`config.mk`:
```
export PLATFORM = sky130hd
export DESIGN_NAME = ascii_command_decoder_top
export DESIGN_NICKNAME = d
export VERILOG_FILES = /design/src/rtl/acd_pkg.sv /design/src/rtl/ascii_command_decoder_top.sv /design/src/rtl/acd_parse.sv
export SDC_FILE = /design/constraint.sdc
export NUM_CORES = 1
export LEC_CHECK = 0
export BUFFER_PORTS_ARGS = -buffer_cell sky130_fd_sc_hd__clkbuf_2
export CAP_MARGIN = 20
export CORE_MARGIN = 2
export CORE_UTILIZATION = 55
export DETAILED_ROUTE_END_ITERATION = 6
export GPL_TIMING_DRIVEN = 0
export PLACE_DENSITY_LB_ADDON = 0.12
export SETUP_SLACK_MARGIN = 0.02
export SLEW_MARGIN = 20
export SYNTH_ARGS = -nofsm -noshare
export SYNTH_HDL_FRONTEND = slang
export SYNTH_SLANG_ARGS = --single-unit
```
`constraint.sdc`:
```
create_clock -name clk -period 8.7 [get_ports clk]
set_clock_uncertainty 0.05 [all_clocks]
set_input_delay 1.74 -clock clk [delete_from_list [all_inputs] [get_ports clk]]
set_output_delay 1.74 -clock clk [all_outputs]
set_load 0.02 [all_outputs]
```
`src/rtl/acd_pkg.sv`:
```
// Shared types and constants for the ASCII command decoder.
package acd_pkg;

	// Command picked by the first byte of a datagram
	typedef enum logic [1:0] {
		CLS_NONE = 2'd0,
		CLS_L    = 2'd1,
		CLS_D    = 2'd2,
		CLS_K    = 2'd3
	} cmd_class_t;

	// Shift request seen in the second byte of an 'L' command
	typedef enum logic [1:0] {
		SHIFT_NONE  = 2'd0,
		SHIFT_RIGHT = 2'd1,
		SHIFT_LEFT  = 2'd2
	} shift_kind_t;

	// Decoded action reported with each result
	typedef enum logic [2:0] {
		ACT_NONE     = 3'd0,
		ACT_TOGGLE   = 3'd1,
		ACT_SHR      = 3'd2,
		ACT_SHL      = 3'd3,
		ACT_INTERVAL = 3'd4,
		ACT_KEY      = 3'd5
	} action_t;

	localparam int unsigned ACC_W = 31;
	localparam int unsigned KEY_W = 128;

	localparam logic [ACC_W-1:0] ACC_MAX        = 31'h7FFF_FFFF;
	localparam logic [ACC_W-1:0] LED_MAX        = 31'd15;
	localparam logic [ACC_W-1:0] RESET_INTERVAL = 31'd500;
	localparam int unsigned      KEY_CHARS      = 32;
	localparam int unsigned      KEY_MIN_LEN    = 33;

	localparam logic [KEY_W-1:0] RESET_KEY =
		128'h2B7E151628AED2A6_ABF7158809CF4F3C;

	// One result beat
	typedef struct packed {
		action_t          action;
		logic [3:0]       led_number;
		logic [ACC_W-1:0] interval_ms;
		logic [KEY_W-1:0] key;
	} result_t;

endpackage

```
`src/rtl/ascii_command_decoder_top.sv`:
```
// Top level of the ASCII command decoder: input stage, parser and result register.
// Decodes one command datagram byte per beat; the beat carrying last yields one
// result with the action, LED number, current interval and current 128-bit key.
// A byte is registered in the input stage on acceptance and parsed from there, so
// the block takes one byte every cycle unless the input stalls; a result is offered
// from the result register once its last byte is parsed. Input stalls only while a
// finished result is held in the output register by a receiver stall and the next
// last byte needs that register.
module ascii_command_decoder_top #(
	parameter int unsigned MAX_DATAGRAM_BYTES = 99
) (
	input  logic        clk,
	input  logic        arst_n,
	input  logic        in_valid,
	output logic        in_stall,
	input  logic [7:0]  data_byte,
	input  logic        last,
	output logic        out_valid,
	input  logic        out_stall,
	output logic [2:0]  action,
	output logic [3:0]  led_number,
	output logic [30:0] interval_ms,
	output logic [63:0] key_high,
	output logic [63:0] key_low
);

	logic             valid_s1;
	logic [7:0]       byte_s1;
	logic             last_s1;
	logic             adv;
	logic             in_take;
	acd_pkg::result_t res;
	acd_pkg::result_t res_q;
	logic             out_valid_q;

	// Parse the staged byte unless its result has nowhere to go
	assign adv      = valid_s1 && !(last_s1 && out_valid_q && out_stall);
	assign in_stall = valid_s1 && !adv;
	assign in_take  = in_valid && !in_stall;

	// Input stage
	always_ff @(posedge clk or negedge arst_n) begin
		if (!arst_n) begin
			valid_s1 <= 1'b0;
		end else if (in_take) begin
			valid_s1 <= 1'b1;
		end else if (adv) begin
			valid_s1 <= 1'b0;
		end
	end

	always_ff @(posedge clk) begin
		if (in_take) begin
			byte_s1 <= data_byte;
			last_s1 <= last;
		end
	end

	acd_parse #(
		.MAX_DATAGRAM_BYTES(MAX_DATAGRAM_BYTES)
	) u_parse (
		.clk      (clk),
		.arst_n   (arst_n),
		.take     (adv),
		.data_byte(byte_s1),
		.last     (last_s1),
		.result   (res)
	);

	// Result register: load at the last beat, drop once taken
	always_ff @(posedge clk or negedge arst_n) begin
		if (!arst_n) begin
			out_valid_q <= 1'b0;
		end else if (adv && last_s1) begin
			out_valid_q <= 1'b1;
		end else if (!out_stall) begin
			out_valid_q <= 1'b0;
		end
	end

	always_ff @(posedge clk) begin
		if (adv && last_s1) begin
			res_q <= res;
		end
	end

	assign out_valid   = out_valid_q;
	assign action      = res_q.action;
	assign led_number  = res_q.led_number;
	assign interval_ms = res_q.interval_ms;
	assign key_high    = res_q.key[127:64];
	assign key_low     = res_q.key[63:0];

	// A parsed last byte always lands in the result register
	a_last_loads: assert property (@(posedge clk) disable iff (!arst_n)
		(adv && last_s1) |=> out_valid_q)
		else $error("last beat did not produce a result");

	// Input stalls only behind a staged byte
	a_stall_cause: assert property (@(posedge clk) disable iff (!arst_n)
		in_stall |-> (valid_s1 && last_s1 && out_valid_q))
		else $error("input stalled without a blocked result");

	// LED number is zero unless the action is a toggle
	a_led_zero: assert property (@(posedge clk) disable iff (!arst_n)
		(out_valid_q && (res_q.action != acd_pkg::ACT_TOGGLE)) |-> (res_q.led_number == 4'd0))
		else $error("LED number set without toggle");

	// The interval is never zero
	a_ival_nz: assert property (@(posedge clk) disable iff (!arst_n)
		out_valid_q |-> (res_q.interval_ms != '0))
		else $error("zero interval reported");

endmodule

```
`src/rtl/acd_parse.sv`:
```
// Per-byte parse state, command decision and the stored interval and key.
module acd_parse #(
	parameter int unsigned MAX_DATAGRAM_BYTES = 99
) (
	input  logic              clk,
	input  logic              arst_n,
	input  logic              take,
	input  logic [7:0]        data_byte,
	input  logic              last,
	output acd_pkg::result_t  result
);

	localparam int unsigned PosW = $clog2(MAX_DATAGRAM_BYTES + 1);
	localparam logic [PosW-1:0] PosMax     = PosW'(MAX_DATAGRAM_BYTES);
	localparam logic [PosW-1:0] PosKeyEnd  = PosW'(acd_pkg::KEY_CHARS);
	localparam logic [PosW-1:0] PosKeyMin  = PosW'(acd_pkg::KEY_MIN_LEN);
	localparam logic [PosW-1:0] PosOne     = PosW'(1);

	logic [PosW-1:0]                pos_q, pos_n;
	acd_pkg::cmd_class_t            cls_q, cls_n;
	acd_pkg::shift_kind_t           shift_q, shift_n;
	logic [acd_pkg::ACC_W-1:0]      acc_q, acc_n;
	logic [acd_pkg::KEY_W-1:0]      kcol_q, kcol_n;
	logic                           hexok_q, hexok_n;
	logic [acd_pkg::KEY_W-1:0]      key_q, key_n;
	logic [acd_pkg::ACC_W-1:0]      ival_q, ival_n;

	logic [7:0]                     low_c;
	logic                           is_digit;
	logic                           is_hex;
	logic [3:0]                     nib;
	logic [acd_pkg::ACC_W+3:0]      prod;

	// Fold letters to lower case by setting bit 5 of every byte; digits already have it set
	assign low_c    = data_byte | 8'h20;
	assign is_digit = (data_byte >= "0") && (data_byte <= "9");

	// Hex character to nibble
	always_comb begin
		is_hex = 1'b1;
		nib    = 4'd0;
		if (is_digit) begin
			nib = 4'(data_byte - 8'h30);
		end else if ((low_c >= "a") && (low_c <= "f")) begin
			nib = 4'(low_c - 8'h57);
		end else begin
			is_hex = 1'b0;
		end
	end

	// acc * 10 + digit, wide enough not to wrap
	assign prod = ({4'd0, acc_q} << 3) + ({4'd0, acc_q} << 1)
		+ (acd_pkg::ACC_W+4)'(data_byte[3:0]);

	// Advance the parse state by one byte
	always_comb begin
		pos_n   = pos_q;
		cls_n   = cls_q;
		shift_n = shift_q;
		acc_n   = acc_q;
		kcol_n  = kcol_q;
		hexok_n = hexok_q;
		if (pos_q < PosMax) begin
			pos_n = pos_q + PosOne;
			if (pos_q == '0) begin
				priority if (low_c == "l") begin
					cls_n = acd_pkg::CLS_L;
				end else if (low_c == "d") begin
					cls_n = acd_pkg::CLS_D;
				end else if (low_c == "k") begin
					cls_n = acd_pkg::CLS_K;
				end else begin
					cls_n = acd_pkg::CLS_NONE;
				end
			end else begin
				if ((cls_q == acd_pkg::CLS_L) && (pos_q == PosOne)) begin
					if (low_c == "r") begin
						shift_n = acd_pkg::SHIFT_RIGHT;
					end else if (low_c == "l") begin
						shift_n = acd_pkg::SHIFT_LEFT;
					end
				end
				if (((cls_q == acd_pkg::CLS_L) || (cls_q == acd_pkg::CLS_D)) && is_digit) begin
					if (prod > {4'd0, acd_pkg::ACC_MAX}) begin
						acc_n = acd_pkg::ACC_MAX;
					end else begin
						acc_n = prod[acd_pkg::ACC_W-1:0];
					end
				end
				if ((cls_q == acd_pkg::CLS_K) && (pos_q <= PosKeyEnd)) begin
					if (is_hex) begin
						kcol_n = {kcol_q[acd_pkg::KEY_W-5:0], nib};
					end else begin
						hexok_n = 1'b0;
					end
				end
			end
		end
	end

	// Decide the action from the state after this byte
	always_comb begin
		result.action      = acd_pkg::ACT_NONE;
		result.led_number  = 4'd0;
		key_n              = key_q;
		ival_n             = ival_q;
		unique case (cls_n)
			acd_pkg::CLS_L: begin
				if (shift_n == acd_pkg::SHIFT_RIGHT) begin
					result.action = acd_pkg::ACT_SHR;
				end else if (shift_n == acd_pkg::SHIFT_LEFT) begin
					result.action = acd_pkg::ACT_SHL;
				end else if (acc_n <= acd_pkg::LED_MAX) begin
					result.action     = acd_pkg::ACT_TOGGLE;
					result.led_number = acc_n[3:0];
				end
			end
			acd_pkg::CLS_D: begin
				if (acc_n != '0) begin
					result.action = acd_pkg::ACT_INTERVAL;
					ival_n        = acc_n;
				end
			end
			acd_pkg::CLS_K: begin
				if ((pos_n >= PosKeyMin) && hexok_n) begin
					result.action = acd_pkg::ACT_KEY;
					key_n         = kcol_n;
				end
			end
			default: begin
			end
		endcase
		result.interval_ms = ival_n;
		result.key         = key_n;
	end

	// Hold state; clear the parse at the last beat and commit interval and key
	always_ff @(posedge clk or negedge arst_n) begin
		if (!arst_n) begin
			pos_q   <= '0;
			cls_q   <= acd_pkg::CLS_NONE;
			shift_q <= acd_pkg::SHIFT_NONE;
			acc_q   <= '0;
			kcol_q  <= '0;
			hexok_q <= 1'b1;
			key_q   <= acd_pkg::RESET_KEY;
			ival_q  <= acd_pkg::RESET_INTERVAL;
		end else if (take) begin
			if (last) begin
				pos_q   <= '0;
				cls_q   <= acd_pkg::CLS_NONE;
				shift_q <= acd_pkg::SHIFT_NONE;
				acc_q   <= '0;
				kcol_q  <= '0;
				hexok_q <= 1'b1;
				key_q   <= key_n;
				ival_q  <= ival_n;
			end else begin
				pos_q   <= pos_n;
				cls_q   <= cls_n;
				shift_q <= shift_n;
				acc_q   <= acc_n;
				kcol_q  <= kcol_n;
				hexok_q <= hexok_n;
			end
		end
	end

endmodule

```
==> impl_metrics.yaml <==
timing:
  fmax_ghz: 0.171
  finalHoldWorstSlack_ns: 0.450
  tightest_slew_ns: 0.976
  max_slew_margin: 0.349
  layout_setup_ws_ns: 2.84
  hold_viol: 0
  rsz0062_at_grt: "false"
  fin_crit_sh: 0.674
  min_period_ns: 5.86
  drv_slew: 0
  setup_violations: 0
clock_tree:
  clock-sinks: 507
  cts_setup_buffers: 0
  cts_tree: "done"
  cts_buffer_depth: 3
  clkTransAtPathRegs_ns: 0.06
  cts_resized: 0
  numCtsBuffers: 52
  cts.htree.levels: 2
  cts_hold_buf: 0
  root_buffer: "clkbuf_16"
  clk_latency_ns: 0.61
grt:
  gr-usage-all-layers: 0.264
  grt_pass1_vias: 17200
  grt_start_max_net_pins: 82
  grt_pass1_wl_microns: 96600
  grt_antenna_before_repair: 2
  grt_overflow: 0
placed_design:
  hpwlAfterDp_microns: 43600
  portBuffers: 180
  gp_congestion: 0.902
  dp.cells: 2834
  pre_cts_ws_ns: 2.92
setup_path:
  r2r-start: "byte_s1[3]$_DFFE_PP_"
  critPathRequiredTime_ns: 8.97
  path_cells: "inv_1 -> fa_1 -> fa_1 -> nor2b_1 -> o2111ai_1 -> a2111oi_1 -> nor4_1 -> or3b_2 -> a31oi_1 -> nand4_1 -> a22oi_1 -> o2111a_1 -> buf_4 -> nand2_2 -> nor4_1"
  endpoint: "led_number[3]$_SDFFCE_PP0P_"
  cp_data_arrival_time_ns: 6.14
  worstSetupPathType: "reg2reg"
  crit_slowest_cell: "a2111oi_1"
  r2r_setup_slack_ns: 2.84
  slowest_delay_ns: 0.88
  reg2reg_to: "led_number[3]$_SDFFCE_PP0P_"
  crit_path_start_kind: "flop"
  ff2ff_path_depth: 15
  cp-startpoint: "byte_s1[3]$_DFFE_PP_"
  crit_fanout: 10
  crit_path_end_kind: "flop"
drt:
  wl_per_cell_microns: 20.7
  viasPerCell: 5.96
  first_pass_iters: 5
  vias: 17500
  drc: 0
  routed_wl_microns: 60800
  ant_nets: 0
  drt-initial-drc-count: 1389
synth:
  syn_inst: 2055
  yosys-mux-area-fraction: 0.129
  synth_compound_area_frac: 0.142
  syn_area_sq_mm: 0.0244
  synth_xor_area_frac: 0.00754
  synthTopCellsByArea: "dfrtp_1, edfxtp_1, dfstp_2"
  yosys.area_share.adder: 0.0391
  async_reset_ff_frac: 0.655
  synth_fp_nets: 2143
  ys.flop_type: "dfrtp_1"
  ys_ff_latch: 507
  yosys.area.top_type_share: 0.267
  ys_seq_area_frac: 0.560
  syn_area_per_cell_sq_um: 11.9
  synth_top_family_by_area: "compound AO/OA/AOI/OAI gates"
  synthSimpleGateAreaFrac: 0.0944
  ys_warn_count: 0
  synth.largest_area_cell: "dfrtp_1"
  synth-edff-count: 175
  yosysUniqueCellTypes: 76
cells_and_area:
  instances_no_fill: 2932
  layout_common_cells: "dfrtp_1, nand2_1, o21ai_0, clkbuf_2, edfxtp_1"
  utilization: 0.634
  final_common_cell: "dfrtp_1"
  drive_gt1_frac: 0.230
  multi_input_area_sq_mm: 0.0100
  n_fill_cell: 3439
  seq_area_sq_mm: 0.0137
  nNetsFinal: 2384
  area_growth_pct: 14.5
power:
  ir_drop_mv: 0.167
  p_per_area_mw_per_mm2: 180
  p_leak_uw: 0.0130
floorplanning:
  start_util: 0.554
  die_w_microns: 215
  die-area_sq_mm: 0.0460
  ios: 181
  die_h_microns: 215
  core_area_sq_mm: 0.0440
  placementRows: 77
job:
  max_cap_violations: 0
run_status:
  status: "complete, no violations"
hold_path:
  min_path_type: "reg2reg"
## worst max-delay path: cells and delay by family, from the launching register on
family,cells,cell delay [ns]
flip-flops,1,0.44
AND/OR/NAND/NOR,6,1.75
AO/OA/AOI/OAI,5,2.03
buffers and inverters,2,0.35
adder cells (fa/ha/maj),2,0.97
## Yosys cell counts, drive strengths merged (13+ instances only)
| cell | n |
|---|---|
| ha | 73 |
| nand2 | 251 |
| a22o | 154 |
| dfstp | 72 |
| xnor2 | 13 |
| mux2i | 127 |
| nor3 | 38 |
| a21oi | 50 |
| a21o | 13 |
| clkbuf | 97 |
| o21ai | 186 |
| nand4 | 41 |
| buf | 40 |
| mux2 | 157 |
| inv | 26 |
| dfrtp | 260 |
| edfxtp | 175 |
| nand3 | 42 |
| nor2 | 59 |
| o21a | 14 |
## worst min path at each step
| stage | to | start | cells after the start | slack [ns] |
|---|---|---|---|---|
| 3_3_place_gp | u_parse.shift_q[1]$_DFFE_PN0P_ | u_parse.shift_q[1]$_DFFE_PN0P_ | 2 | 0.42 |
| 4_1_cts | u_parse.ival_q[2]$_DFFE_PN1P_ | u_parse.ival_q[2]$_DFFE_PN1P_ | 2 | 0.45 |
| 3_5_place_dp | u_parse.kcol_q[126]$_DFFE_PN0P_ | u_parse.kcol_q[126]$_DFFE_PN0P_ | 1 | 0.43 |
| 5_1_grt | u_parse.key_q[51]$_DFFE_PN0P_ | u_parse.key_q[51]$_DFFE_PN0P_ | 1 | 0.47 |
| 2_1_floorplan | u_parse.shift_q[1]$_DFFE_PN0P_ | u_parse.shift_q[1]$_DFFE_PN0P_ | 2 | 0.40 |
| 6_report | u_parse.kcol_q[127]$_DFFE_PN0P_ | u_parse.kcol_q[127]$_DFFE_PN0P_ | 1 | 0.45 |
## layer usage
metal / GRT usage / up-vias / part of all wire
li1: - / 8146 / -
met1: 0.374 / 8796 / 0.45
met2: 0.426 / 444 / 0.48
met3: 0.0393 / 91 / 0.049
met4: 0.0743 / 0 / 0.024
met5: 0 / - / 0
## state kept, by name, indices dropped and copies added (netlist names), 2 cells and up
signal,count
u_parse.shift_q,2
u_parse.cls_q,2
interval_ms,31
key_high,64
led_number,4
u_parse.acc_q,31
byte_s1,8
u_parse.kcol_q,128
key_low,64
u_parse.ival_q,31
u_parse.pos_q,7
u_parse.key_q,128
action,3
## area by class of cell
class / instances / share of cell area
clock buffer: 82 / 0.0543
sequential: 507 / 0.489
inverter: 27 / 0.00363
clock inverter: 15 / 0.00645
tap: 592 / 0.0265
buffer: 137 / 0.0214
timing repair buffer: 187 / 0.0392
antenna: 1 / 0.0000896
multi-input combinational: 1384 / 0.360
## metrics by stage
step           area, sq um  setup TNS, ns  power (uW)
2_1_floorplan        24400              0        2740
3_3_place_gp         26000        -693.08        2850
3_5_place_dp         26200              0        2860
4_1_cts              27900              0        5060
5_1_grt              27900              0        5180
6_report             27900              0        5010
## report_power, final
part | switching (uW) | total [uW] | internal [uW]
Sequential | 23.6 | 2550 | 2520
Clock | 939 | 2200 | 1260
Combinational | 188 | 267 | 78.6
Total | 1150 | 5010 | 3860
## logic make-up after synthesis
group,Yosys count
flops,507
compound gates,505
simple gates,499
mux,284
buf+inv,164
fa+ha+maj,75
xor+xnor,21
Power figures use the tool's default switching activity.
